## config.mk

```make
export PLATFORM = sky130hd
export DESIGN_NAME = key_double_tap_detector
export DESIGN_NICKNAME = d
export VERILOG_FILES = /design/src/sv/kdt_pkg.sv /design/src/sv/key_double_tap_detector.sv /design/src/sv/kdt_cell.sv
export SDC_FILE = /design/constraint.sdc
export NUM_CORES = 1
export LEC_CHECK = 0
export ABC_AREA = 1
export BUFFER_PORTS_ARGS = -buffer_cell sky130_fd_sc_hd__buf_2
export CORE_ASPECT_RATIO = 1.25
export CORE_MARGIN = 5
export CORE_UTILIZATION = 55
export DETAILED_ROUTE_END_ITERATION = 10
export MAX_ROUTING_LAYER = met4
export PLACE_DENSITY = 0.73
export SYNTH_ARGS = -nofsm -noshare
export SYNTH_HDL_FRONTEND = slang
export SYNTH_HIERARCHICAL = 1
export SYNTH_SLANG_ARGS = --single-unit
```

## constraint.sdc

```tcl
create_clock -name aclk -period 6.15 [get_ports aclk]
set_input_delay 0.3075 -clock aclk [delete_from_list [all_inputs] [get_ports aclk]]
set_output_delay 0.3075 -clock aclk [all_outputs]
set_load 0.005 [all_outputs]
```

## src/sv/kdt_pkg.sv

```systemverilog
`default_nettype none
// ----------------------------------------------------------------------------
// kdt_pkg
// Shared types and constants for the key double tap detector.
// ----------------------------------------------------------------------------
package kdt_pkg;

    localparam int REG_SLOTS   = 4;
    localparam int AGE_W       = 32;
    localparam int WINDOW_W    = 31;
    localparam int CODE_W      = 8;
    localparam int IDX_W       = 2;
    localparam int TAP_W       = 32;
    localparam int CFG_IDX_W   = 3;
    localparam int CFG_DATA_W  = 31;

    // configuration register indexes
    localparam logic [CFG_IDX_W-1:0] REG_WINDOW = 3'd0;
    localparam logic [CFG_IDX_W-1:0] REG_ENABLE = 3'd1;
    localparam logic [CFG_IDX_W-1:0] REG_CODE_0 = 3'd2;
    localparam logic [CFG_IDX_W-1:0] REG_CODE_1 = 3'd3;
    localparam logic [CFG_IDX_W-1:0] REG_CODE_2 = 3'd4;
    localparam logic [CFG_IDX_W-1:0] REG_CODE_3 = 3'd5;

    typedef enum logic [1:0] {
        OP_TICK     = 2'd0,
        OP_KEY_DOWN = 2'd1,
        OP_KEY_UP   = 2'd2
    } op_t;

    // event broadcast to every cell
    typedef struct packed {
        logic              go;
        op_t               op;
        logic [CODE_W-1:0] code;
    } evt_t;

    // result selection handed from cell to cell, lowest slot wins
    typedef struct packed {
        logic             busy;
        logic [IDX_W-1:0] index;
        logic [AGE_W-1:0] age;
    } chain_t;

endpackage : kdt_pkg
`default_nettype wire

```

## src/sv/key_double_tap_detector.sv

```systemverilog
`default_nettype none
// ----------------------------------------------------------------------------
// key_double_tap_detector
// Watches key slots for double taps; a row of slot cells, one result register.
// ----------------------------------------------------------------------------
// a hit pends in its cell, then loads into the output register once it is free
// throughput: one input per cycle; a key-down that hits n slots gives n results
//   at one per cycle while m_ready holds, from the single output register; a
//   further key-down waits until the pending results have moved into that register
// reset: ages zero, all slots armed, tap number one, config registers zero
module key_double_tap_detector
    import kdt_pkg::*;
#(
    parameter int NUM_KEYS = 4
) (
    input  wire                   aclk,
    input  wire                   aresetn,
    input  wire                   s_valid,
    output logic                  s_ready,
    input  wire  [1:0]            s_op,
    input  wire  [CODE_W-1:0]     s_key_code,
    output logic                  m_valid,
    input  wire                   m_ready,
    output logic [IDX_W-1:0]      m_key_index,
    output logic [AGE_W-1:0]      m_delta_ms,
    output logic [TAP_W-1:0]      m_tap_number,
    output logic                  m_last,
    input  wire                   cfg_valid,
    output logic                  cfg_ready,
    input  wire  [CFG_IDX_W-1:0]  cfg_index,
    input  wire  [CFG_DATA_W-1:0] cfg_data
);

    localparam int SLOT_COUNT = (NUM_KEYS < REG_SLOTS) ? NUM_KEYS : REG_SLOTS;

    logic [WINDOW_W-1:0] window_reg;
    logic [REG_SLOTS-1:0] enable_reg;
    logic [CODE_W-1:0]   code_reg [REG_SLOTS];

    logic [TAP_W-1:0]    tap_cnt_reg;
    logic                m_valid_reg, m_valid_next;
    logic [IDX_W-1:0]    idx_reg;
    logic [AGE_W-1:0]    delta_reg;
    logic [TAP_W-1:0]    tap_reg;
    logic                last_reg;

    chain_t              chain [SLOT_COUNT+1];
    logic [SLOT_COUNT-1:0] pend_vec;
    logic [SLOT_COUNT-1:0] grant_vec;
    evt_t                evt;
    logic                load;
    logic                last_one;
    logic                still_pend;

    assign cfg_ready = 1'b1;

    always_ff @(posedge aclk) begin
        if (!aresetn) begin
            window_reg <= '0;
            enable_reg <= '0;
            for (int i = 0; i < REG_SLOTS; i++) begin
                code_reg[i] <= '0;
            end
        end else if (cfg_valid) begin
            case (cfg_index)
                REG_WINDOW: window_reg  <= cfg_data;
                REG_ENABLE: enable_reg  <= cfg_data[REG_SLOTS-1:0];
                REG_CODE_0: code_reg[0] <= cfg_data[CODE_W-1:0];
                REG_CODE_1: code_reg[1] <= cfg_data[CODE_W-1:0];
                REG_CODE_2: code_reg[2] <= cfg_data[CODE_W-1:0];
                REG_CODE_3: code_reg[3] <= cfg_data[CODE_W-1:0];
                default: begin
                end
            endcase
        end
    end

    // move the lowest pending slot into the output register when it is free
    assign load       = (!m_valid_reg || m_ready) && chain[SLOT_COUNT].busy;
    assign last_one   = ((pend_vec & ~grant_vec) == '0);
    assign still_pend = chain[SLOT_COUNT].busy && !(load && last_one);

    // a key-down may only enter once the previous results have all left the cells
    assign s_ready = (s_op != OP_KEY_DOWN) || !still_pend;

    assign evt = '{go: s_valid && s_ready, op: op_t'(s_op), code: s_key_code};

    assign chain[0] = '{busy: 1'b0, index: '0, age: '0};

    for (genvar g = 0; g < SLOT_COUNT; g++) begin : g_cell
        kdt_cell #(
            .SLOT (IDX_W'(g))
        ) u_cell (
            .aclk      (aclk),
            .aresetn   (aresetn),
            .evt       (evt),
            .cfg_code  (code_reg[g]),
            .cfg_en    (enable_reg[g]),
            .window    (window_reg),
            .pop       (load),
            .chain_in  (chain[g]),
            .chain_out (chain[g+1]),
            .pend      (pend_vec[g]),
            .grant     (grant_vec[g])
        );
    end

    always_comb begin
        m_valid_next = m_valid_reg;
        if (load) begin
            m_valid_next = 1'b1;
        end else if (m_ready) begin
            m_valid_next = 1'b0;
        end
    end

    always_ff @(posedge aclk) begin
        if (!aresetn) begin
            m_valid_reg <= 1'b0;
            tap_cnt_reg <= TAP_W'(1);
        end else begin
            m_valid_reg <= m_valid_next;
            if (load) begin
                tap_cnt_reg <= tap_cnt_reg + 1'b1;
            end
        end
        if (load) begin
            idx_reg   <= chain[SLOT_COUNT].index;
            delta_reg <= chain[SLOT_COUNT].age;
            tap_reg   <= tap_cnt_reg;
            last_reg  <= last_one;
        end
    end

    assign m_valid      = m_valid_reg;
    assign m_key_index  = idx_reg;
    assign m_delta_ms   = delta_reg;
    assign m_tap_number = tap_reg;
    assign m_last       = last_reg;

endmodule : key_double_tap_detector
`default_nettype wire

```

## src/sv/kdt_cell.sv

```systemverilog
`default_nettype none
// ----------------------------------------------------------------------------
// kdt_cell
// One watched key slot: age counter, armed flag and a pending result.
// ----------------------------------------------------------------------------
module kdt_cell
    import kdt_pkg::*;
#(
    parameter logic [IDX_W-1:0] SLOT = '0
) (
    input  wire                 aclk,
    input  wire                 aresetn,
    input  wire  evt_t          evt,
    input  wire  [CODE_W-1:0]   cfg_code,
    input  wire                 cfg_en,
    input  wire  [WINDOW_W-1:0] window,
    input  wire                 pop,
    input  wire  chain_t        chain_in,
    output chain_t              chain_out,
    output logic                pend,
    output logic                grant
);

    logic [AGE_W-1:0] age_reg, age_next;
    logic             armed_reg, armed_next;
    logic             pend_reg, pend_next;
    logic [AGE_W-1:0] pend_age_reg, pend_age_next;
    logic             match;

    assign match = (evt.code == cfg_code);
    assign grant = pend_reg && !chain_in.busy;
    assign pend  = pend_reg;

    always_comb begin
        chain_out.busy = chain_in.busy | pend_reg;
        if (grant) begin
            chain_out.index = SLOT;
            chain_out.age   = pend_age_reg;
        end else begin
            chain_out.index = chain_in.index;
            chain_out.age   = chain_in.age;
        end
    end

    always_comb begin
        age_next      = age_reg;
        armed_next    = armed_reg;
        pend_next     = pend_reg;
        pend_age_next = pend_age_reg;
        if (pop && grant) begin
            pend_next = 1'b0;
        end
        if (evt.go) begin
            case (evt.op)
                OP_TICK: begin
                    if (age_reg != '1) begin
                        age_next = age_reg + 1'b1;
                    end
                end
                OP_KEY_DOWN: begin
                    if (cfg_en && armed_reg && match) begin
                        if (age_reg <= {1'b0, window}) begin
                            pend_next     = 1'b1;
                            pend_age_next = age_reg;
                        end
                        age_next   = '0;
                        armed_next = 1'b0;
                    end
                end
                OP_KEY_UP: begin
                    if (match) begin
                        armed_next = 1'b1;
                    end
                end
                default: begin
                end
            endcase
        end
    end

    always_ff @(posedge aclk) begin
        if (!aresetn) begin
            age_reg   <= '0;
            armed_reg <= 1'b1;
            pend_reg  <= 1'b0;
        end else begin
            age_reg   <= age_next;
            armed_reg <= armed_next;
            pend_reg  <= pend_next;
        end
        pend_age_reg <= pend_age_next;
    end

endmodule : kdt_cell
`default_nettype wire

```

==> flow_metrics.env, run 1 <==
export IMPL_status="completed"
export IMPL_ys_flop_type="sky130_fd_sc_hd__edfxtp_1"
export IMPL_start_util=0.556
export IMPL_first_pass_iters=5
export IMPL_final_min_clock_period_ns=4.41
export IMPL_report_final_slew_viol_count=0
export IMPL_crit_path_start_kind="flop"
export IMPL_critical_path_class="reg -> reg"
export IMPL_critical_path_max_fanout=37
export IMPL_max_cap_viol_count=0
export IMPL_die_height_um=249
export IMPL_crit_start="g_cell[0].u_cell/pend"
export IMPL_gp_congestion=0.998
export IMPL_worst_slew_margin_rel=0.249
export IMPL_worstMarginPinSlew_ns=1.12
export IMPL_synth_edf_count=227
export IMPL_mean_post_synth_cell_area_um2=7.65
export IMPL_die_width_um=201
export IMPL_cts_tree="yes"
export IMPL_achievable_frequency_mhz=227
export IMPL_core_rowCount=87
export IMPL_power_ir_vdd_worst_uv=218
export IMPL_vias=22100
export IMPL_wp_data_required_ns=6.67
export IMPL_hold_path_class="in -> reg"
export IMPL_grt_setup_unrepaired="no"
export IMPL_overflow=0
export IMPL_grt_total_usage=0.310
export IMPL_synth_area_um2=25100
export IMPL_place_detailed_hpwl_mm=55.6
export IMPL_layout_drive_gt1_share=0.115
export IMPL_postSynthRegisterBits=431
export IMPL_ys_async_sr_fraction=0
export IMPL_critical_path_slowest_cell="sky130_fd_sc_hd__a21oi_4"
export IMPL_drt_vias_per_instance=5.46
export IMPL_finalPower_mw=6.47
export IMPL_ff_to_ff_start="g_cell[0].u_cell/pend"
export IMPL_final_design_area_no_fill_um2=27900
export IMPL_detail_route_wl_per_cell_um=19.0
export IMPL_drc=0
export IMPL_grt_antenna_before_repair=0
export IMPL_synth_largest_area_cell="sky130_fd_sc_hd__edfxtp_1"
export IMPL_setup_viol=0
export IMPL_final_period_util=0.718
export IMPL_area_growth_pct=11.3
export IMPL_finish_net_count=3612
export IMPL_timing_final_hold_violations=0
export IMPL_postRouteWirelength_mm=76.8
export IMPL_clkSlewWorstSetupHoldPaths_ns=0.06
export IMPL_grt_pass1_wl_mm=119
export IMPL_fin_setup_tns_ns=0
export IMPL_cell_with_the_most_instances_on_the_worst_path="sky130_fd_sc_hd__or2_2"
export IMPL_dieArea_um2=50000
export IMPL_clock_tree_buffer_depth=3
export IMPL_post_cts_resized_instances=0
export IMPL_yosysWarnings=6
export IMPL_tritoncts_num_buffers=45
export IMPL_coreArea_um2=45200
export IMPL_worst_slack_placed_ns=1.81
export IMPL_clockRootBuffer="sky130_fd_sc_hd__clkbuf_16"
export IMPL_synth_top_cell_area_share=0.272
export IMPL_slack_of_the_critical_path_ns=1.74
export IMPL_worst_setup_path_end_kind="flop"
export IMPL_layout_commonest_cell="sky130_fd_sc_hd__nand2_1"
export IMPL_worst_path_largest_cell_delay_ns=0.80
export IMPL_via_count_of_the_first_global_routing_pass=21400
export IMPL_netlist_cell_types=46
export IMPL_cts_num_sinks=431
export IMPL_top_level_ports=119
export IMPL_h_tree_depth=2
export IMPL_power_density_nw_per_um2=232
export IMPL_cells_after_synth=3283
export IMPL_post_dp_cell_area_um2=26200
export IMPL_initialDrtViolationCount=1863
export IMPL_antenna_violating_nets_post_route=0
export IMPL_critical_path_arrival_ns=4.93
export IMPL_largest_net_degree_at_the_start_of_global_routing=80
export IMPL_fraction_of_the_yosys_area_taken_by_sequential_cells=0.434
export IMPL_min_delay_start="cfg_data[17]"
export IMPL_synth_area_top_cells="sky130_fd_sc_hd__edfxtp_1, sky130_fd_sc_hd__nand2_1, sky130_fd_sc_hd__dfxtp_1, sky130_fd_sc_hd__nor2_1, sky130_fd_sc_hd__ha_1"
export IMPL_final_cell_mix="sky130_fd_sc_hd__nand2_1, sky130_fd_sc_hd__nor2_1, sky130_fd_sc_hd__inv_1"
export IMPL_layout_filler_cells=4001
export IMPL_power_leakage_nw=11.3
export IMPL_buffer_ports_inserted=117
export IMPL_cp_cell_sequence="or2_2 -> or2_2 -> or2_2 -> nor2_2 -> buf_4 -> o22ai_1 -> nor2_1 -> nand2_1 -> a21boi_1 -> buf_4 -> inv_1 -> nor2_1 -> nand4_2 -> a21oi_4 -> nand2_1 -> a21oi_2"
export IMPL_worst_clock_skew_ns=0.0181
export IMPL_clock_latency_ns=0.59
export IMPL_layout_core_utilization=0.619
synth_stat cells, drive strengths merged, types with 12 or more instances:
| master | instances |
|---|---|
| inv | 322 |
| buf | 37 |
| nor3 | 47 |
| xnor2 | 61 |
| o21ai | 57 |
| clkbuf | 52 |
| xor2 | 60 |
| dfxtp | 204 |
| nor2 | 521 |
| edfxtp | 227 |
| or2 | 12 |
| nand4 | 44 |
| nand2 | 1168 |
| ha | 129 |
| nand3 | 80 |
| a21oi | 226 |
final cells by class:
| cell class | instances | area (µm²) | share of cell area |
|---|---|---|---|
| timing repair buffer | 158 | 946 | 0.0338 |
| inverter | 322 | 1210 | 0.0433 |
| clock buffer | 60 | 1280 | 0.0460 |
| sequential | 431 | 10900 | 0.390 |
| multi-input combinational | 2476 | 12600 | 0.451 |
| clock inverter | 24 | 278 | 0.00994 |
| antenna | 1 | 2.50 | 0.0000895 |
| tap | 578 | 723 | 0.0259 |
final timing paths:
path | to | slack [ns] | depth (start not counted)
max | g_cell[2].u_cell/age_reg[27] | 1.74 | 16
min | window_reg[17] | 0.02 | 3
max reg2reg | g_cell[2].u_cell/age_reg[27] | 1.74 | 16
min reg2reg | g_cell[3].u_cell/armed_reg | 0.47 | 2
critical path: cells and delay by family (launching register included):
kind / cells / cell delay, ns
and+or+nand+nor: 9 / 1.73
DFF: 1 / 0.33
AOI/OAI and AO/OA: 4 / 1.51
buffers and inverters: 3 / 0.74
cell families (layout without fill, tap and decap cells):
group / Yosys count / in the layout / share of synthesized area
simple gates: 1886 / 1886 / 0.316
flops: 431 / 431 / 0.434
buf+inv: 411 / 564 / 0.0705
compound gates: 303 / 303 / 0.0720
fa+ha+maj: 129 / 129 / 0.0643
xor+xnor: 121 / 121 / 0.0422
other cells: 2 / 38 / 0.000299
metrics by stage:
step,std cells,hold WS [ns]
2_1_floorplan,3318,0.392
3_3_place_gp,3944,0.444
3_5_place_dp,3944,0.450
4_1_cts,4049,0.00505
5_1_grt,4049,0.0323
6_report,4050,0.0182
per-layer routing:
metal | wire [µm] | GRT usage
met5 | 0 | -
met1 | 30300 | 0.377
met3 | 5830 | 0.0480
met4 | 4900 | 0.164
met2 | 35800 | 0.499
repair_timing:
item,4_1_cts,5_1_grt
hold buffers,21,0
hold endpoints to repair,21,0
setup endpoints to repair,0,0
buffers inserted,0,0
power by group:
group          total (mW)  leakage [nW]  internal [mW]  switching (mW)
logic               0.463          6.56          0.143           0.319
clock network        2.89         0.767           1.69            1.20
registers            3.12          3.97           3.07          0.0558
No activity file was read; power rests on OpenSTA's default activity.
==> run 2, diff against run 1 <==
Settings changed: PLACE_DENSITY 0.73 to 0.75.
Clock period 6.15 ns to 4 ns, I/O delays scaled along.
==> run 2 against run 1 <==
Effect of this change:
- clock skew up 0.00079 ns
- sequential power grew 54%
- first-iteration DRC count decreased by 11%
- final area grew 0.77%
- clock power grew 51%
- die area is the same
- global-route usage fell by 1.9 points
- flip-flop and latch count did not move
- maximum frequency increased by 23%
- hold slack gained 0.14 ns
- critical path depth shrank 2
- largest cell class unchanged
- highest routed layer unchanged
==> flow_metrics.env, run 2 (synthesis results as in run 1) <==
export IMPL_final_cell_mix="sky130_fd_sc_hd__nand2_1, sky130_fd_sc_hd__nor2_1, sky130_fd_sc_hd__inv_1"
export IMPL_top_level_ports=119
export IMPL_report_final_slew_viol_count=0
export IMPL_clock_latency_ns=0.59
export IMPL_clock_tree_buffer_depth=3
export IMPL_final_hold_worst_slack_ns=0.162
export IMPL_critical_path_class="reg -> reg"
export IMPL_via_count_of_the_first_global_routing_pass=20100
export IMPL_clockRootBuffer="sky130_fd_sc_hd__clkbuf_16"
export IMPL_core_rowCount=87
export IMPL_min_delay_start="s_op[1]"
export IMPL_timing_final_hold_violations=0
export IMPL_hold_path_class="in -> reg"
export IMPL_status="completed"
export IMPL_coreArea_um2=45200
export IMPL_drt_vias_per_instance=5.31
export IMPL_initialDrtViolationCount=1660
export IMPL_area_growth_pct=12.2
export IMPL_cts_num_sinks=431
export IMPL_layout_filler_cells=3991
export IMPL_grt_total_usage=0.290
export IMPL_overflow=0
export IMPL_timing_hold_worst_path_depth=3
export IMPL_largest_net_degree_at_the_start_of_global_routing=85
export IMPL_finish_net_count=3635
export IMPL_clkSlewWorstSetupHoldPaths_ns=0.06
export IMPL_grt_pass1_wl_mm=111
export IMPL_setup_viol=0
export IMPL_worst_slew_margin_rel=0.203
export IMPL_worst_clock_skew_ns=0.0188
export IMPL_dieArea_um2=50000
export IMPL_first_pass_iters=5
export IMPL_power_ir_vdd_worst_uv=336
export IMPL_whs_endpoint="g_cell[2].u_cell/armed_reg"
export IMPL_wp_data_required_ns=4.22
export IMPL_h_tree_depth=2
export IMPL_timing_rr_end="g_cell[1].u_cell/pend_age_reg[3]"
export IMPL_power_density_nw_per_um2=350
export IMPL_buffer_ports_inserted=117
export IMPL_cts_post_setup_buffers_inserted=0
export IMPL_crit_path_start_kind="flop"
export IMPL_antenna_violating_nets_post_route=0
export IMPL_layout_drive_gt1_share=0.116
export IMPL_place_detailed_hpwl_mm=52.7
export IMPL_gp_congestion=0.999
export IMPL_final_period_util=0.897
export IMPL_layout_commonest_cell="sky130_fd_sc_hd__nand2_1"
export IMPL_fin_setup_tns_ns=0
export IMPL_final_min_clock_period_ns=3.59
export IMPL_critical_path_max_fanout=32
export IMPL_cts_tree="yes"
export IMPL_grt_antenna_before_repair=1
export IMPL_tritoncts_num_buffers=46
export IMPL_drc=0
export IMPL_worstMarginPinSlew_ns=1.18
export IMPL_worst_setup_path_end_kind="flop"
export IMPL_ff_to_ff_start="g_cell[0].u_cell/pend"
export IMPL_die_width_um=201
export IMPL_achievable_frequency_mhz=279
export IMPL_die_height_um=249
export IMPL_max_cap_viol_count=0
export IMPL_start_util=0.556
export IMPL_vias=21600
export IMPL_worst_slack_placed_ns=0.432
export IMPL_postRouteWirelength_mm=72.1
export IMPL_detail_route_wl_per_cell_um=17.7
export IMPL_power_leakage_nw=11.4
export IMPL_r2r_setup_slack_ns=0.41
export IMPL_slack_of_the_critical_path_ns=0.414
export IMPL_grt_setup_unrepaired="no"
export IMPL_ff2ff_path_depth=14
export IMPL_critical_path_arrival_ns=3.81
-- run 2: layout make-up --
| type | count | area [µm²] | share of cell area |
|---|---|---|---|
| Clock buffer | 63 | 1290 | 0.0457 |
| Tap cell | 578 | 723 | 0.0257 |
| Timing Repair Buffer | 180 | 1160 | 0.0413 |
| Antenna cell | 1 | 2.50 | 0.0000889 |
| Clock inverter | 22 | 254 | 0.00902 |
| Inverter | 322 | 1210 | 0.0431 |
| Sequential cell | 431 | 10900 | 0.387 |
| Multi-Input combinational cell | 2476 | 12600 | 0.448 |
-- run 2: worst max path at each step --
stage / startpoint / end / slack (ns) / cells after the start
2_1_floorplan: g_cell[0].u_cell/pend / g_cell[0].u_cell/pend_age_reg[0] / 0.05 / 13
4_1_cts: g_cell[0].u_cell/pend / g_cell[1].u_cell/pend_age_reg[20] / 0.41 / 14
5_1_grt: g_cell[0].u_cell/pend / g_cell[1].u_cell/pend_age_reg[25] / 0.23 / 14
6_report: g_cell[0].u_cell/pend / g_cell[1].u_cell/pend_age_reg[3] / 0.41 / 14
3_5_place_dp: g_cell[0].u_cell/pend / g_cell[1].u_cell/pend_age_reg[3] / 0.43 / 14
3_3_place_gp: g_cell[0].u_cell/pend / g_cell[1].u_cell/pend_age_reg[22] / 0.46 / 14
-- run 2: repair_timing --
item                                   CTS  global route
hold buffers                            32             0
resized for setup                        0             0
endpoints found under the hold margin   41             0
-- run 2: metal layers --
layer | vias to the layer above | GRT usage | share of wire
li1 | 10800 | - | -
met1 | 9932 | 0.348 | 0.40
met2 | 714 | 0.483 | 0.48
met3 | 190 | 0.0311 | 0.059
met4 | 0 | 0.156 | 0.060
met5 | - | - | 0
-- run 2: per-stage QoR --
| stage | utilization | cells | power [mW] | cell area (µm²) |
|---|---|---|---|---|
| after global placement | 0.582 | 3955 | 5.56 | 26300 |
| after global routing | 0.623 | 4073 | 10.2 | 28200 |
| final | 0.623 | 4073 | 9.86 | 28200 |
| after CTS | 0.623 | 4072 | 9.92 | 28200 |
| after floorplan | - | 3318 | 5.31 | 25300 |
| after detailed placement | 0.582 | 3955 | 5.57 | 26300 |
-- run 2: power breakdown --
group / switching (mW) / internal [mW]
Clock: 1.78 / 2.58
Sequential: 0.0755 / 4.71
Combinational: 0.481 / 0.233
-- run 2: worst max-delay path, cell delays in order (launching register included) --
cell	delay [ns]
sky130_fd_sc_hd__dfxtp_1	0.32
sky130_fd_sc_hd__or2_2	0.31
sky130_fd_sc_hd__or2_2	0.29
sky130_fd_sc_hd__or2_2	0.29
sky130_fd_sc_hd__or2_2	0.32
sky130_fd_sc_hd__nand2_1	0.07
sky130_fd_sc_hd__nor2_1	0.05
sky130_fd_sc_hd__a21boi_1	0.18
sky130_fd_sc_hd__buf_4	0.26
sky130_fd_sc_hd__inv_1	0.07
sky130_fd_sc_hd__nor2_1	0.19
sky130_fd_sc_hd__nand4_4	0.15
sky130_fd_sc_hd__nor2_1	0.12
sky130_fd_sc_hd__nand2_1	0.11
sky130_fd_sc_hd__clkinvlp_4	0.46
==> run 3, diff against run 2 <==
Settings changed: PLACE_DENSITY 0.75 to 0.86.
==> run 3 against run 2 <==
Effect of this change:
- total power decreased by 0.50%
- clock skew fell by 0.0021 ns
- setup slack lost 0.050 ns
- global-route usage hardly changed
- core utilization down 0.36 points
- highest routed layer unchanged
==> flow_metrics.env, run 3 (synthesis results as in run 1) <==
export IMPL_worst_clock_skew_ns=0.0167
export IMPL_hold_path_class="in -> reg"
export IMPL_status="completed"
export IMPL_die_width_um=201
export IMPL_h_tree_depth=2
export IMPL_vias=22300
export IMPL_coreArea_um2=45200
export IMPL_worstMarginPinSlew_ns=1.24
export IMPL_layout_commonest_cell="sky130_fd_sc_hd__nand2_1"
export IMPL_final_period_util=0.909
export IMPL_max_cap_viol_count=0
export IMPL_area_growth_pct=11.5
export IMPL_cts_tree="yes"
export IMPL_final_min_clock_period_ns=3.64
export IMPL_final_design_area_no_fill_um2=28000
export IMPL_detail_route_wl_per_cell_um=17.7
export IMPL_setup_viol=0
export IMPL_grt_setup_unrepaired="no"
export IMPL_core_rowCount=87
export IMPL_grt_antenna_before_repair=1
export IMPL_grt_pass1_wl_mm=113
export IMPL_report_final_slew_viol_count=0
export IMPL_critical_path_arrival_ns=3.82
export IMPL_worst_slew_margin_rel=0.175
export IMPL_power_density_nw_per_um2=350
export IMPL_grt_total_usage=0.290
export IMPL_buffer_ports_inserted=117
export IMPL_start_util=0.556
export IMPL_cell_with_the_most_instances_on_the_worst_path="sky130_fd_sc_hd__or2_2"
export IMPL_clock_latency_ns=0.56
export IMPL_power_ir_vdd_worst_uv=249
export IMPL_die_height_um=249
export IMPL_post_dp_cell_area_um2=26300
export IMPL_initialDrtViolationCount=1934
export IMPL_clock_tree_buffer_depth=3
export IMPL_critical_path_max_fanout=32
export IMPL_overflow=0
export IMPL_first_pass_iters=6
export IMPL_path_delay_family="simple AND/OR/NAND/NOR gates"
export IMPL_tritoncts_num_buffers=43
export IMPL_clockRootBuffer="sky130_fd_sc_hd__clkbuf_16"
export IMPL_postRouteWirelength_mm=71.8
export IMPL_via_count_of_the_first_global_routing_pass=21000
export IMPL_critical_path_class="reg -> reg"
export IMPL_gr_util_met1=0.338
export IMPL_largest_net_degree_at_the_start_of_global_routing=81
export IMPL_timing_final_hold_violations=0
export IMPL_final_hold_worst_slack_ns=0.0299
export IMPL_gp_congestion=1.07
export IMPL_grt_busiest_layer="met2"
export IMPL_cts_num_sinks=431
export IMPL_drc=0
export IMPL_use_met2=0.469
export IMPL_clkSlewWorstSetupHoldPaths_ns=0.06
export IMPL_layout_drive_gt1_share=0.116
export IMPL_cp_cell_sequence="or2_2 -> or2_2 -> or2_2 -> or2_2 -> nand2_1 -> nor2_1 -> a21boi_1 -> buf_4 -> inv_1 -> nor2_1 -> nand4_4 -> nor2_1 -> nand2_1 -> clkinvlp_4"
export IMPL_worst_setup_path_end_kind="flop"
export IMPL_drt_vias_per_instance=5.49
export IMPL_antenna_violating_nets_post_route=0
export IMPL_worst_path_largest_cell_delay_ns=0.48
export IMPL_crit_buf_inv=3
export IMPL_gr_usage_met3=0.0470
export IMPL_power_leakage_nw=11.3
export IMPL_crit_path_start_kind="flop"
export IMPL_wp_data_required_ns=4.19
export IMPL_critical_path_slowest_cell="sky130_fd_sc_hd__clkinvlp_4"
export IMPL_achievable_frequency_mhz=275
export IMPL_layout_filler_cells=3658
export IMPL_place_detailed_hpwl_mm=51.0
export IMPL_finalPower_mw=9.81
export IMPL_dieArea_um2=50000
export IMPL_final_cell_mix="sky130_fd_sc_hd__nand2_1, sky130_fd_sc_hd__nor2_1, sky130_fd_sc_hd__inv_1"
export IMPL_fin_setup_tns_ns=0
export IMPL_finish_net_count=3619
export IMPL_top_level_ports=119
==> run 3: final cells by class <==
cell class / count / area (µm²) / area share
clock inverters: 25 / 314 / 0.0112
inverters: 322 / 1210 / 0.0433
clock buffers: 54 / 1180 / 0.0421
multi-input cells: 2476 / 12600 / 0.451
flip-flops and latches: 431 / 10900 / 0.389
well taps: 578 / 723 / 0.0258
diodes: 3 / 7.51 / 0.000268
repair buffers: 167 / 1040 / 0.0373
==> run 3: final timing paths <==
kind | start | end | slack [ns] | cells past startpoint
worst max-delay path | g_cell[0].u_cell/pend | g_cell[1].u_cell/pend_age_reg[13] | 0.36 | 14
worst min register to register | g_cell[3].u_cell/armed_reg | g_cell[3].u_cell/armed_reg | 0.47 | 2
worst min-delay path | cfg_data[4] | window_reg[4] | 0.03 | 3
worst max register to register | g_cell[0].u_cell/pend | g_cell[1].u_cell/pend_age_reg[13] | 0.36 | 14
==> run 3: layer usage <==
metal / part of all wire / vias up / wire [µm]
met5: 0 / - / 0
met4: 0.081 / 0 / 5830
met3: 0.087 / 326 / 6240
met2: 0.46 / 1019 / 33300
met1: 0.37 / 10200 / 26400
li1: - / 10700 / -
==> run 3: worst reg2reg max path: stages, from the launching register on <==
cell and delay (ns):
sky130_fd_sc_hd__dfxtp_1 0.33, sky130_fd_sc_hd__or2_2 0.32, sky130_fd_sc_hd__or2_2 0.30, sky130_fd_sc_hd__or2_2 0.29, sky130_fd_sc_hd__or2_2 0.31, sky130_fd_sc_hd__nand2_1 0.08
sky130_fd_sc_hd__nor2_1 0.05, sky130_fd_sc_hd__a21boi_1 0.16, sky130_fd_sc_hd__buf_4 0.27, sky130_fd_sc_hd__inv_1 0.07, sky130_fd_sc_hd__nor2_1 0.20, sky130_fd_sc_hd__nand4_4 0.16
sky130_fd_sc_hd__nor2_1 0.12, sky130_fd_sc_hd__nand2_1 0.11, sky130_fd_sc_hd__clkinvlp_4 0.48
==> run 3: what timing repair did <==
action                                 in CTS  in global routing
setup buffers                               0                  0
endpoints found under the hold margin      23                  0
hold buffers                               23                  0
gates resized for setup                     0                  0
==> run 3: metrics by stage <==
step / util / setup slack, ns / std cells
floorplan: - / 0.0539 / 3318
global placement: 0.581 / 0.479 / 3951
detailed placement: 0.581 / 0.426 / 3951
CTS: 0.620 / 0.414 / 4053
global route: 0.620 / 0.198 / 4054
finish: 0.620 / 0.364 / 4056
==> run 3: where the power goes <==
group | internal (mW) | switching (mW)
Combinational | 0.225 | 0.493
Sequential | 4.71 | 0.0807
Clock | 2.51 | 1.79
